File: config.mk
export PLATFORM = sky130hd
export DESIGN_NAME = h264_frame_indexer_core_flat
export DESIGN_NICKNAME = d
export VERILOG_FILES = /design/src/rtl/hfi_pkg.sv /design/src/rtl/hfi_if.sv /design/src/rtl/hfi_front.sv /design/src/rtl/hfi_queue.sv /design/src/rtl/hfi_back.sv /design/src/rtl/h264_frame_indexer_core.sv /design/src/flat_wrapper.sv
export SDC_FILE = /design/constraint.sdc
export NUM_CORES = 2
export LEC_CHECK = 0
export CORE_ASPECT_RATIO = 0.7
export CORE_UTILIZATION = 55
export CTS_CLUSTER_DIAMETER = 50
export DETAILED_ROUTE_END_ITERATION = 12
export DONT_BUFFER_PORTS = 1
export PLACE_DENSITY = 0.79
export SYNTH_ARGS = -nofsm -noshare
export SYNTH_HDL_FRONTEND = slang
export SYNTH_SLANG_ARGS = --single-unit
File: constraint.sdc
create_clock -name i_clk -period 14.95 [get_ports i_clk]
set_clock_uncertainty 0.1 [all_clocks]
set_input_delay 2.99 -clock i_clk [delete_from_list [all_inputs] [get_ports i_clk]]
set_output_delay 2.99 -clock i_clk [all_outputs]
set_load 0.01 [all_outputs]
File: src/rtl/hfi_pkg.sv
`timescale 1ns / 1ps
`default_nettype none

package hfi_pkg;

    // stream and position widths
    localparam int BYTE_W = 8;
    localparam int POS_W  = 48;
    localparam int LEN_W  = 24;
    localparam int NUM_W  = 32;
    localparam int DUR_W  = 32;
    localparam int TS_W   = 64;
    localparam int HIST_W = 24;

    // nal header decode
    localparam int NAL_W = 5;
    localparam logic [NAL_W-1:0] NAL_SLICE_FIRST = 5'd1;
    localparam logic [NAL_W-1:0] NAL_SLICE_LAST  = 5'd4;
    localparam logic [NAL_W-1:0] NAL_IDR         = 5'd5;

    // frame type codes
    localparam logic TYPE_INTRA     = 1'b0;
    localparam logic TYPE_PREDICTED = 1'b1;

    // start code tail and saturation limit
    localparam logic [BYTE_W-1:0] SC_LAST_BYTE = 8'h01;
    localparam logic [LEN_W-1:0]  LEN_MAX      = {LEN_W{1'b1}};
    localparam logic [POS_W-1:0]  SC_LEAD      = 48'd3;
    localparam logic [1:0]        SEEN_FULL    = 2'd3;

    // event queue between front and back
    localparam int Q_DEPTH = 4;
    localparam int Q_AW    = $clog2(Q_DEPTH);

    // one classified nal header
    typedef struct packed {
        logic             is_slice;
        logic             slice_type;
        logic [POS_W-1:0] position;
    } t_event;

    // queue status seen by the front
    typedef struct packed {
        logic full;
    } t_q_status;

endpackage

`default_nettype wire

File: src/rtl/hfi_if.sv
`timescale 1ns / 1ps
`default_nettype none

interface hfi_in_if;
    logic       valid;
    logic       ready;
    logic [7:0] data_byte;

    modport source (output valid, output data_byte, input ready);
    modport sink (input valid, input data_byte, output ready);
endinterface

interface hfi_out_if;
    logic        valid;
    logic        ready;
    logic [31:0] frame_number;
    logic [63:0] timestamp;
    logic        frame_type;
    logic [47:0] frame_position;
    logic [23:0] frame_length;

    modport source (output valid, output frame_number, output timestamp, output frame_type,
                    output frame_position, output frame_length, input ready);
    modport sink (input valid, input frame_number, input timestamp, input frame_type,
                  input frame_position, input frame_length, output ready);
endinterface

`default_nettype wire

File: src/rtl/hfi_front.sv
`timescale 1ns / 1ps
`default_nettype none

module hfi_front
    import hfi_pkg::*;
(
    input  wire logic              i_clk,
    input  wire logic              i_rst_n,
    input  wire logic              i_valid,
    input  wire logic [BYTE_W-1:0] i_data_byte,
    output logic                   o_ready,
    input  wire t_q_status         i_q_status,
    output logic                   o_push,
    output t_event                 o_push_data
);

    logic [HIST_W-1:0] r_history, n_history;
    logic [POS_W-1:0]  r_offset, n_offset;
    logic [1:0]        r_bytes_seen, n_bytes_seen;
    logic              r_header_pending, n_header_pending;
    logic [POS_W-1:0]  r_sc_pos, n_sc_pos;

    logic              accept;
    logic              start_found;
    logic [NAL_W-1:0]  nal;

    assign o_ready = !i_q_status.full;
    assign accept  = i_valid && o_ready;
    assign nal     = i_data_byte[NAL_W-1:0];

    // classify the header byte that follows a start code
    always_comb begin
        o_push_data.position   = r_sc_pos;
        o_push_data.is_slice   = 1'b0;
        o_push_data.slice_type = TYPE_INTRA;
        unique case (nal) inside
            [NAL_SLICE_FIRST:NAL_SLICE_LAST]: begin
                o_push_data.is_slice   = 1'b1;
                o_push_data.slice_type = TYPE_PREDICTED;
            end
            NAL_IDR: begin
                o_push_data.is_slice   = 1'b1;
                o_push_data.slice_type = TYPE_INTRA;
            end
            default: begin
                o_push_data.is_slice   = 1'b0;
                o_push_data.slice_type = TYPE_INTRA;
            end
        endcase
    end

    assign o_push = accept && r_header_pending;

    // start code search over the byte history
    assign start_found = (r_bytes_seen == SEEN_FULL) && (r_history == '0)
                      && (i_data_byte == SC_LAST_BYTE);

    always_comb begin
        n_history        = r_history;
        n_offset         = r_offset;
        n_bytes_seen     = r_bytes_seen;
        n_header_pending = r_header_pending;
        n_sc_pos         = r_sc_pos;
        if (accept) begin
            n_history        = {r_history[HIST_W-BYTE_W-1:0], i_data_byte};
            n_offset         = r_offset + POS_W'(1);
            n_header_pending = start_found;
            if (r_bytes_seen != SEEN_FULL) begin
                n_bytes_seen = r_bytes_seen + 2'd1;
            end
            if (start_found) begin
                n_sc_pos = r_offset - SC_LEAD;
            end
        end
    end

    always_ff @(posedge i_clk) begin
        if (!i_rst_n) begin
            r_history        <= '0;
            r_offset         <= '0;
            r_bytes_seen     <= '0;
            r_header_pending <= 1'b0;
        end else begin
            r_history        <= n_history;
            r_offset         <= n_offset;
            r_bytes_seen     <= n_bytes_seen;
            r_header_pending <= n_header_pending;
        end
    end

    // start code position is payload
    always_ff @(posedge i_clk) begin
        r_sc_pos <= n_sc_pos;
    end

    // a header can only be pending once three bytes have been seen
    a_pending_after_fill: assert property (@(posedge i_clk) disable iff (!i_rst_n)
        r_header_pending |-> r_bytes_seen == SEEN_FULL)
        else $error("header pending before history filled");

    // a detected start code always arms the header on the next byte
    a_start_arms_header: assert property (@(posedge i_clk) disable iff (!i_rst_n)
        accept && start_found |=> r_header_pending)
        else $error("start code did not arm header");

endmodule

`default_nettype wire

File: src/rtl/hfi_queue.sv
`timescale 1ns / 1ps
`default_nettype none

module hfi_queue
    import hfi_pkg::*;
(
    input  wire logic      i_clk,
    input  wire logic      i_rst_n,
    input  wire logic      i_push,
    input  wire t_event    i_push_data,
    output t_q_status      o_status,
    input  wire logic      i_pop,
    output logic           o_valid,
    output t_event         o_data
);

    t_event          r_mem [Q_DEPTH];
    logic [Q_AW-1:0] r_wr_ptr, n_wr_ptr;
    logic [Q_AW-1:0] r_rd_ptr, n_rd_ptr;
    logic [Q_AW:0]   r_count, n_count;
    logic            do_pop;

    assign o_status.full = (r_count == (Q_AW+1)'(Q_DEPTH));
    assign o_valid       = (r_count != '0);
    assign o_data        = r_mem[r_rd_ptr];
    assign do_pop        = i_pop && o_valid;

    // pointer and fill bookkeeping
    always_comb begin
        n_wr_ptr = r_wr_ptr;
        n_rd_ptr = r_rd_ptr;
        n_count  = r_count;
        if (i_push) begin
            n_wr_ptr = r_wr_ptr + Q_AW'(1);
        end
        if (do_pop) begin
            n_rd_ptr = r_rd_ptr + Q_AW'(1);
        end
        if (i_push && !do_pop) begin
            n_count = r_count + (Q_AW+1)'(1);
        end else if (!i_push && do_pop) begin
            n_count = r_count - (Q_AW+1)'(1);
        end
    end

    always_ff @(posedge i_clk) begin
        if (!i_rst_n) begin
            r_wr_ptr <= '0;
            r_rd_ptr <= '0;
            r_count  <= '0;
        end else begin
            r_wr_ptr <= n_wr_ptr;
            r_rd_ptr <= n_rd_ptr;
            r_count  <= n_count;
        end
    end

    // entry storage
    always_ff @(posedge i_clk) begin
        if (i_push) begin
            r_mem[r_wr_ptr] <= i_push_data;
        end
    end

    // fill level stays within the depth
    a_count_bound: assert property (@(posedge i_clk) disable iff (!i_rst_n)
        r_count <= (Q_AW+1)'(Q_DEPTH))
        else $error("event queue overflow");

endmodule

`default_nettype wire

File: src/rtl/hfi_back.sv
`timescale 1ns / 1ps
`default_nettype none

module hfi_back
    import hfi_pkg::*;
(
    input  wire logic             i_clk,
    input  wire logic             i_rst_n,
    input  wire logic [DUR_W-1:0] i_frame_duration,
    input  wire logic             i_ev_valid,
    input  wire t_event           i_ev,
    output logic                  o_ev_pop,
    hfi_out_if.source             o_out
);

    // frame tracking state
    logic [POS_W-1:0] r_open_pos, n_open_pos;
    logic             r_open_valid, n_open_valid;
    logic             r_open_type, n_open_type;
    logic             r_prev_param, n_prev_param;
    logic [NUM_W-1:0] r_fc, n_fc;

    // record stage ahead of the multiply
    logic             r_s1_valid, n_s1_valid;
    logic [NUM_W-1:0] r_s1_number;
    logic             r_s1_type;
    logic [POS_W-1:0] r_s1_pos;
    logic [LEN_W-1:0] r_s1_len;

    // output register
    logic             r_o_valid;
    logic [NUM_W-1:0] r_o_number;
    logic [TS_W-1:0]  r_o_ts;
    logic             r_o_type;
    logic [POS_W-1:0] r_o_pos;
    logic [LEN_W-1:0] r_o_len;

    logic             out_move;
    logic             s1_free;
    logic             boundary;
    logic             new_type;
    logic             emit;
    logic [POS_W-1:0] diff;
    logic [LEN_W-1:0] len_sat;

    assign out_move = !r_o_valid || o_out.ready;
    assign s1_free  = !r_s1_valid || out_move;
    assign o_ev_pop = i_ev_valid && s1_free;

    // saturated frame length
    assign diff    = i_ev.position - r_open_pos;
    assign len_sat = (diff[POS_W-1:LEN_W] != '0) ? LEN_MAX : diff[LEN_W-1:0];

    // frame boundary decisions per nal unit
    always_comb begin
        n_open_pos   = r_open_pos;
        n_open_valid = r_open_valid;
        n_open_type  = r_open_type;
        n_prev_param = r_prev_param;
        n_fc         = r_fc;
        boundary     = 1'b0;
        new_type     = TYPE_INTRA;
        if (o_ev_pop) begin
            if (i_ev.is_slice) begin
                n_fc = r_fc + NUM_W'(1);
                if (r_prev_param) begin
                    n_open_type  = i_ev.slice_type;
                    n_prev_param = 1'b0;
                end else begin
                    boundary = 1'b1;
                    new_type = i_ev.slice_type;
                end
            end else if (!r_prev_param) begin
                boundary     = 1'b1;
                n_prev_param = 1'b1;
                new_type     = TYPE_INTRA;
            end
            if (boundary) begin
                n_open_pos   = i_ev.position;
                n_open_type  = new_type;
                n_open_valid = 1'b1;
            end
        end
    end

    assign emit = boundary && r_open_valid;

    always_comb begin
        n_s1_valid = r_s1_valid;
        if (s1_free) begin
            n_s1_valid = emit;
        end
    end

    always_ff @(posedge i_clk) begin
        if (!i_rst_n) begin
            r_open_valid <= 1'b0;
            r_open_type  <= TYPE_INTRA;
            r_prev_param <= 1'b0;
            r_fc         <= '0;
            r_s1_valid   <= 1'b0;
            r_o_valid    <= 1'b0;
        end else begin
            r_open_valid <= n_open_valid;
            r_open_type  <= n_open_type;
            r_prev_param <= n_prev_param;
            r_fc         <= n_fc;
            r_s1_valid   <= n_s1_valid;
            if (out_move) begin
                r_o_valid <= r_s1_valid;
            end
        end
    end

    // record payload capture
    always_ff @(posedge i_clk) begin
        r_open_pos <= n_open_pos;
        if (s1_free && emit) begin
            r_s1_number <= n_fc;
            r_s1_type   <= r_open_type;
            r_s1_pos    <= r_open_pos;
            r_s1_len    <= len_sat;
        end
    end

    // timestamp multiply into the output register
    always_ff @(posedge i_clk) begin
        if (out_move && r_s1_valid) begin
            r_o_number <= r_s1_number;
            r_o_ts     <= TS_W'(r_s1_number) * TS_W'(i_frame_duration);
            r_o_type   <= r_s1_type;
            r_o_pos    <= r_s1_pos;
            r_o_len    <= r_s1_len;
        end
    end

    assign o_out.valid          = r_o_valid;
    assign o_out.frame_number   = r_o_number;
    assign o_out.timestamp      = r_o_ts;
    assign o_out.frame_type     = r_o_type;
    assign o_out.frame_position = r_o_pos;
    assign o_out.frame_length   = r_o_len;

    // only slice units advance the frame counter
    a_count_on_slice: assert property (@(posedge i_clk) disable iff (!i_rst_n)
        o_ev_pop && i_ev.is_slice |=> r_fc == $past(r_fc) + NUM_W'(1))
        else $error("frame counter missed a slice");

    // a record never leaves without an open frame behind it
    a_emit_needs_open: assert property (@(posedge i_clk) disable iff (!i_rst_n)
        $rose(r_s1_valid) |-> $past(r_open_valid))
        else $error("record emitted with no open frame");

endmodule

`default_nettype wire

File: src/rtl/h264_frame_indexer_core.sv
// a record passes the event queue, the record stage and the output register after its boundary header beat
// throughput: one stream byte per cycle while the event queue is not full,
// bounded by the front byte compare and history update; the four-entry event queue
// and output register let the front keep taking beats while a record waits downstream
// reset: synchronous active-low i_rst_n clears search, frame state and duration to zero
`timescale 1ns / 1ps
`default_nettype none

module h264_frame_indexer_core
    import hfi_pkg::*;
(
    input  wire logic             i_clk,
    input  wire logic             i_rst_n,
    hfi_in_if.sink                i_in,
    hfi_out_if.source             o_out,
    input  wire logic             i_cfg_wr_en,
    input  wire logic [DUR_W-1:0] i_cfg_wr_data
);

    logic [DUR_W-1:0] r_frame_duration;
    t_q_status        q_status;
    logic             q_push;
    t_event           q_push_data;
    logic             q_pop;
    logic             q_valid;
    t_event           q_data;

    // frame duration register
    always_ff @(posedge i_clk) begin
        if (!i_rst_n) begin
            r_frame_duration <= '0;
        end else if (i_cfg_wr_en) begin
            r_frame_duration <= i_cfg_wr_data;
        end
    end

    // byte scan and header classification
    hfi_front u_front (
        .i_clk       (i_clk),
        .i_rst_n     (i_rst_n),
        .i_valid     (i_in.valid),
        .i_data_byte (i_in.data_byte),
        .o_ready     (i_in.ready),
        .i_q_status  (q_status),
        .o_push      (q_push),
        .o_push_data (q_push_data)
    );

    // decoupling queue
    hfi_queue u_queue (
        .i_clk       (i_clk),
        .i_rst_n     (i_rst_n),
        .i_push      (q_push),
        .i_push_data (q_push_data),
        .o_status    (q_status),
        .i_pop       (q_pop),
        .o_valid     (q_valid),
        .o_data      (q_data)
    );

    // frame tracking and record output
    hfi_back u_back (
        .i_clk            (i_clk),
        .i_rst_n          (i_rst_n),
        .i_frame_duration (r_frame_duration),
        .i_ev_valid       (q_valid),
        .i_ev             (q_data),
        .o_ev_pop         (q_pop),
        .o_out            (o_out)
    );

endmodule

`default_nettype wire

File: src/flat_wrapper.sv
// flat-port wrapper written by rule: the top's interface ports become plain ports
module h264_frame_indexer_core_flat import hfi_pkg::*;
  (i_clk, i_rst_n, i_cfg_wr_en, i_cfg_wr_data, i_in_valid, i_in_data_byte, i_in_ready, o_out_valid, o_out_frame_number, o_out_timestamp, o_out_frame_type, o_out_frame_position, o_out_frame_length, o_out_ready);
  hfi_in_if i_in_i ();
  hfi_out_if o_out_i ();
  input  wire logic i_clk;
  input  wire logic i_rst_n;
  input  wire logic i_cfg_wr_en;
  input  wire logic [DUR_W-1:0] i_cfg_wr_data;
  input wire logic [$bits(i_in_i.valid)-1:0] i_in_valid;
  input wire logic [$bits(i_in_i.data_byte)-1:0] i_in_data_byte;
  output wire logic [$bits(i_in_i.ready)-1:0] i_in_ready;
  output wire logic [$bits(o_out_i.valid)-1:0] o_out_valid;
  output wire logic [$bits(o_out_i.frame_number)-1:0] o_out_frame_number;
  output wire logic [$bits(o_out_i.timestamp)-1:0] o_out_timestamp;
  output wire logic [$bits(o_out_i.frame_type)-1:0] o_out_frame_type;
  output wire logic [$bits(o_out_i.frame_position)-1:0] o_out_frame_position;
  output wire logic [$bits(o_out_i.frame_length)-1:0] o_out_frame_length;
  input wire logic [$bits(o_out_i.ready)-1:0] o_out_ready;
  assign i_in_i.valid = i_in_valid;
  assign i_in_i.data_byte = i_in_data_byte;
  assign i_in_ready = i_in_i.ready;
  assign o_out_valid = o_out_i.valid;
  assign o_out_frame_number = o_out_i.frame_number;
  assign o_out_timestamp = o_out_i.timestamp;
  assign o_out_frame_type = o_out_i.frame_type;
  assign o_out_frame_position = o_out_i.frame_position;
  assign o_out_frame_length = o_out_i.frame_length;
  assign o_out_i.ready = o_out_ready;
  h264_frame_indexer_core u_core (.i_clk(i_clk), .i_rst_n(i_rst_n), .i_in(i_in_i), .o_out(o_out_i), .i_cfg_wr_en(i_cfg_wr_en), .i_cfg_wr_data(i_cfg_wr_data));
endmodule
==> results.json <==
{
  "rows": 102,
  "postCtsHoldBufs": 0,
  "status": "completed",
  "synth_compound_area_frac": 0.0453,
  "vias_per_cell": 5.79,
  "holdPathStages": 0,
  "yosys.area_share.simple": 0.147,
  "cp.arrival_ns": 10.11,
  "synthTopCellsByArea": "fa_1 (29%), edfxtp_1 (28%), and2_1 (6.8%)",
  "synth_enable_flop_cells": 570,
  "fmax_mhz": 102,
  "vias": 41276,
  "place_ws_ns": 5.47,
  "rsz0062_at_grt": "false",
  "hold_viol_final": 0,
  "cts-root-buf": "clkbuf_16",
  "critPathMaxFanout": 18,
  "required_ns": 15.29,
  "dp_hpwl_um": 121000,
  "die_area_mm2": 0.114,
  "synthCells": 5690,
  "clk_pin_slew_ns": 0.07,
  "synthXorXnorAreaFrac": 0.0293,
  "dominantRegCellSynth": "edfxtp_1",
  "tns_ns": 0,
  "gp_congestion": 0.974,
  "finish.utilization": 0.595,
  "synth_top_area_share": 0.289,
  "clock-sinks": 723,
  "cap_violations": 0,
  "min_to": "u_core.u_back.o_out.frame_length[14]",
  "async_reset_ff_frac": 0,
  "post-route-period-util": 0.654,
  "synthesis.area_mm2": 0.0622,
  "grt_max_degree": 153,
  "dpl_cell_area_mm2": 0.0635,
  "ys_seq_elements": 723,
  "end_kind": "register",
  "worstRegToRegCells": 25,
  "die_x_um": 404,
  "grt_pass1_vias": 42120,
  "synth_top_family_by_area": "adder cells",
  "r2r_slack_ns": 5.18,
  "drive_gt1_frac": 0.0529,
  "synth_most_common_cell": "inv_1",
  "syn_nets": 6951,
  "post_cts_resize_count": 0,
  "grt-ovfl-total": 0,
  "ys_types": 76,
  "synth_top_area_cell": "fa_1",
  "drtPass1Iterations": 5,
  "grt_usage": 0.300,
  "ant_nets": 0,
  "setup_viol": 0,
  "drc": 0,
  "period_needed_ns": 9.77,
  "syn2layout_area_growth_pct": 6.53,
  "fin_nets": 6811,
  "ys_top_cells_by_count": "inv_1 (969), fa_1 (898), and2_1 (671)",
  "pin_count": 216,
  "routedWlPerCell_um": 23.8,
  "htreeDepth": 3,
  "tritoncts": "yes",
  "numCtsBuffers": 78,
  "routed_wl_um": 169000,
  "crit_type": "register to register",
  "worstHoldPathType": "register to register",
  "antenna_found_initial": 7,
  "portBuffers": 0,
  "max_slew_margin": 0.187,
  "synth_mux_area_frac": 0.0241,
  "cts_setup_buffers": 0,
  "cp-start-kind": "register",
  "setup_slack_ns": 5.18,
  "reg2reg_to": "u_core.u_back.o_out.timestamp[56]",
  "ys_seq_area_frac": 0.325,
  "syn_avg_cell_area_um2": 10.9,
  "grt_pass1_wl_um": 258000,
  "hold_start": "u_core.u_back.r_s1_len[14]",
  "fin_area_mm2": 0.0662,
  "yosysWarnings": 0,
  "drtIter0Drc": 4428,
  "clk_latency_ns": 0.71,
  "start_util": 0.559,
  "synth_fa_ha_area_frac": 0.353,
  "core_mm2": 0.111,
  "worst_slew_pin_slew_ns": 1.22,
  "slew_viol_final": 0,
  "clock_tree.buffer_depth": 3,
  "fp.dieH_um": 283,
  "timing.rr.start": "u_core.r_frame_duration[8]"
}
state kept, by name, indices dropped and copies added, names as in the netlist, 2 cells and up, named ones only:
register                            count
u_core.r_frame_duration                32
u_core.u_back.o_out.frame_length       24
u_core.u_back.o_out.frame_number       32
u_core.u_back.o_out.frame_position     48
u_core.u_back.o_out.timestamp          64
u_core.u_back.r_fc                     32
u_core.u_back.r_open_pos               48
u_core.u_back.r_s1_len                 24
u_core.u_back.r_s1_number              32
u_core.u_back.r_s1_pos                 48
u_core.u_front.r_bytes_seen             2
u_core.u_front.r_history               24
u_core.u_front.r_offset                48
u_core.u_front.r_sc_pos                48
u_core.u_queue.r_count                  3
u_core.u_queue.r_mem                  200
u_core.u_queue.r_rd_ptr                 2
u_core.u_queue.r_wr_ptr                 2
through the flow:
stage / hold WS (ns) / instances
6_report: 0.315 / 7127
5_1_grt: 0.324 / 7123
4_1_cts: 0.303 / 7122
3_5_place_dp: 0.305 / 6978
3_3_place_gp: 0.302 / 6978
2_1_floorplan: 0.300 / 5690
how the worst max path moves through the flow:
| stage | startpoint | to | cells past startpoint |
|---|---|---|---|
| after CTS | u_core.r_frame_duration[8] | u_core.u_back.o_out.timestamp[56] | 25 |
| after detailed placement | u_core.r_frame_duration[8] | u_core.u_back.o_out.timestamp[56] | 25 |
| after global placement | u_core.r_frame_duration[8] | u_core.u_back.o_out.timestamp[56] | 29 |
| after global routing | u_core.r_frame_duration[10] | u_core.u_back.o_out.timestamp[56] | 23 |
| final | u_core.r_frame_duration[8] | u_core.u_back.o_out.timestamp[56] | 25 |
| after floorplan | o_out_ready | u_core.u_back.o_out.frame_length[0] | 2 |
per-layer routing:
layer	part of all wire	GRT usage	up-vias
met5	0.0014	0.0142	-
met3	0.16	0.140	310
li1	-	-	17698
met2	0.39	0.389	2619
met4	0.025	0.0705	8
met1	0.43	0.449	20641
cells in the final DEF (no fill, tap or decap), types with 62 or more instances in the layout:
cell type / Yosys / layout
xor2_1: 75 / 75
buf_4: 0 / 74
nor2_1: 109 / 108
clkbuf_16: 0 / 78
xnor2_1: 131 / 131
edfxtp_1: 570 / 570
and2_1: 671 / 671
o21ai_0: 85 / 85
inv_1: 969 / 968
nand3_1: 62 / 62
a21oi_1: 129 / 129
ha_1: 318 / 318
nand2_1: 631 / 631
fa_1: 898 / 898
dfxtp_1: 153 / 139
worst max-delay path, stage by stage, from the launching register on:
cell and delay, ns:
dfxtp_1 0.74, buf_4 0.41, nand2_1 0.15, fa_1 0.47
inv_1 0.08, fa_1 0.44, fa_1 0.51, inv_1 0.05
fa_1 0.48, inv_1 0.05, fa_1 0.50, fa_1 0.50
fa_1 0.54, fa_1 0.42, ha_1 0.41, a21oi_1 0.35
nand2_1 0.10, a221oi_1 0.79, o22ai_1 0.15, a311oi_1 0.69
nor2_1 0.20, a21bo_2 0.28, o2111ai_1 0.23, nand2_1 0.14
and4b_1 0.22, or4_1 0.50
kinds of logic after synthesis:
logic type / count (synthesis)
AOI/OAI and AO/OA: 439
xor gates and xnor gates: 207
adders and majority gates: 1216
buffers and inverters: 1263
DFF: 723
muxes: 87
and+or+nand+nor: 1755
final cells by class:
type | instances | area [um^2]
flip-flops and latches | 723 | 20200
well taps | 1508 | 1890
multi-input cells | 3704 | 37300
clock buffers | 86 | 1980
repair buffers | 74 | 556
fillers | 8936 | 45100
clock inverters | 58 | 691
diodes | 5 | 12.5
inverters | 969 | 3640
Power is left out: the tool's default activity adds up to more than one toggle a clock period on the data nets, which glitch-free logic cannot reach.
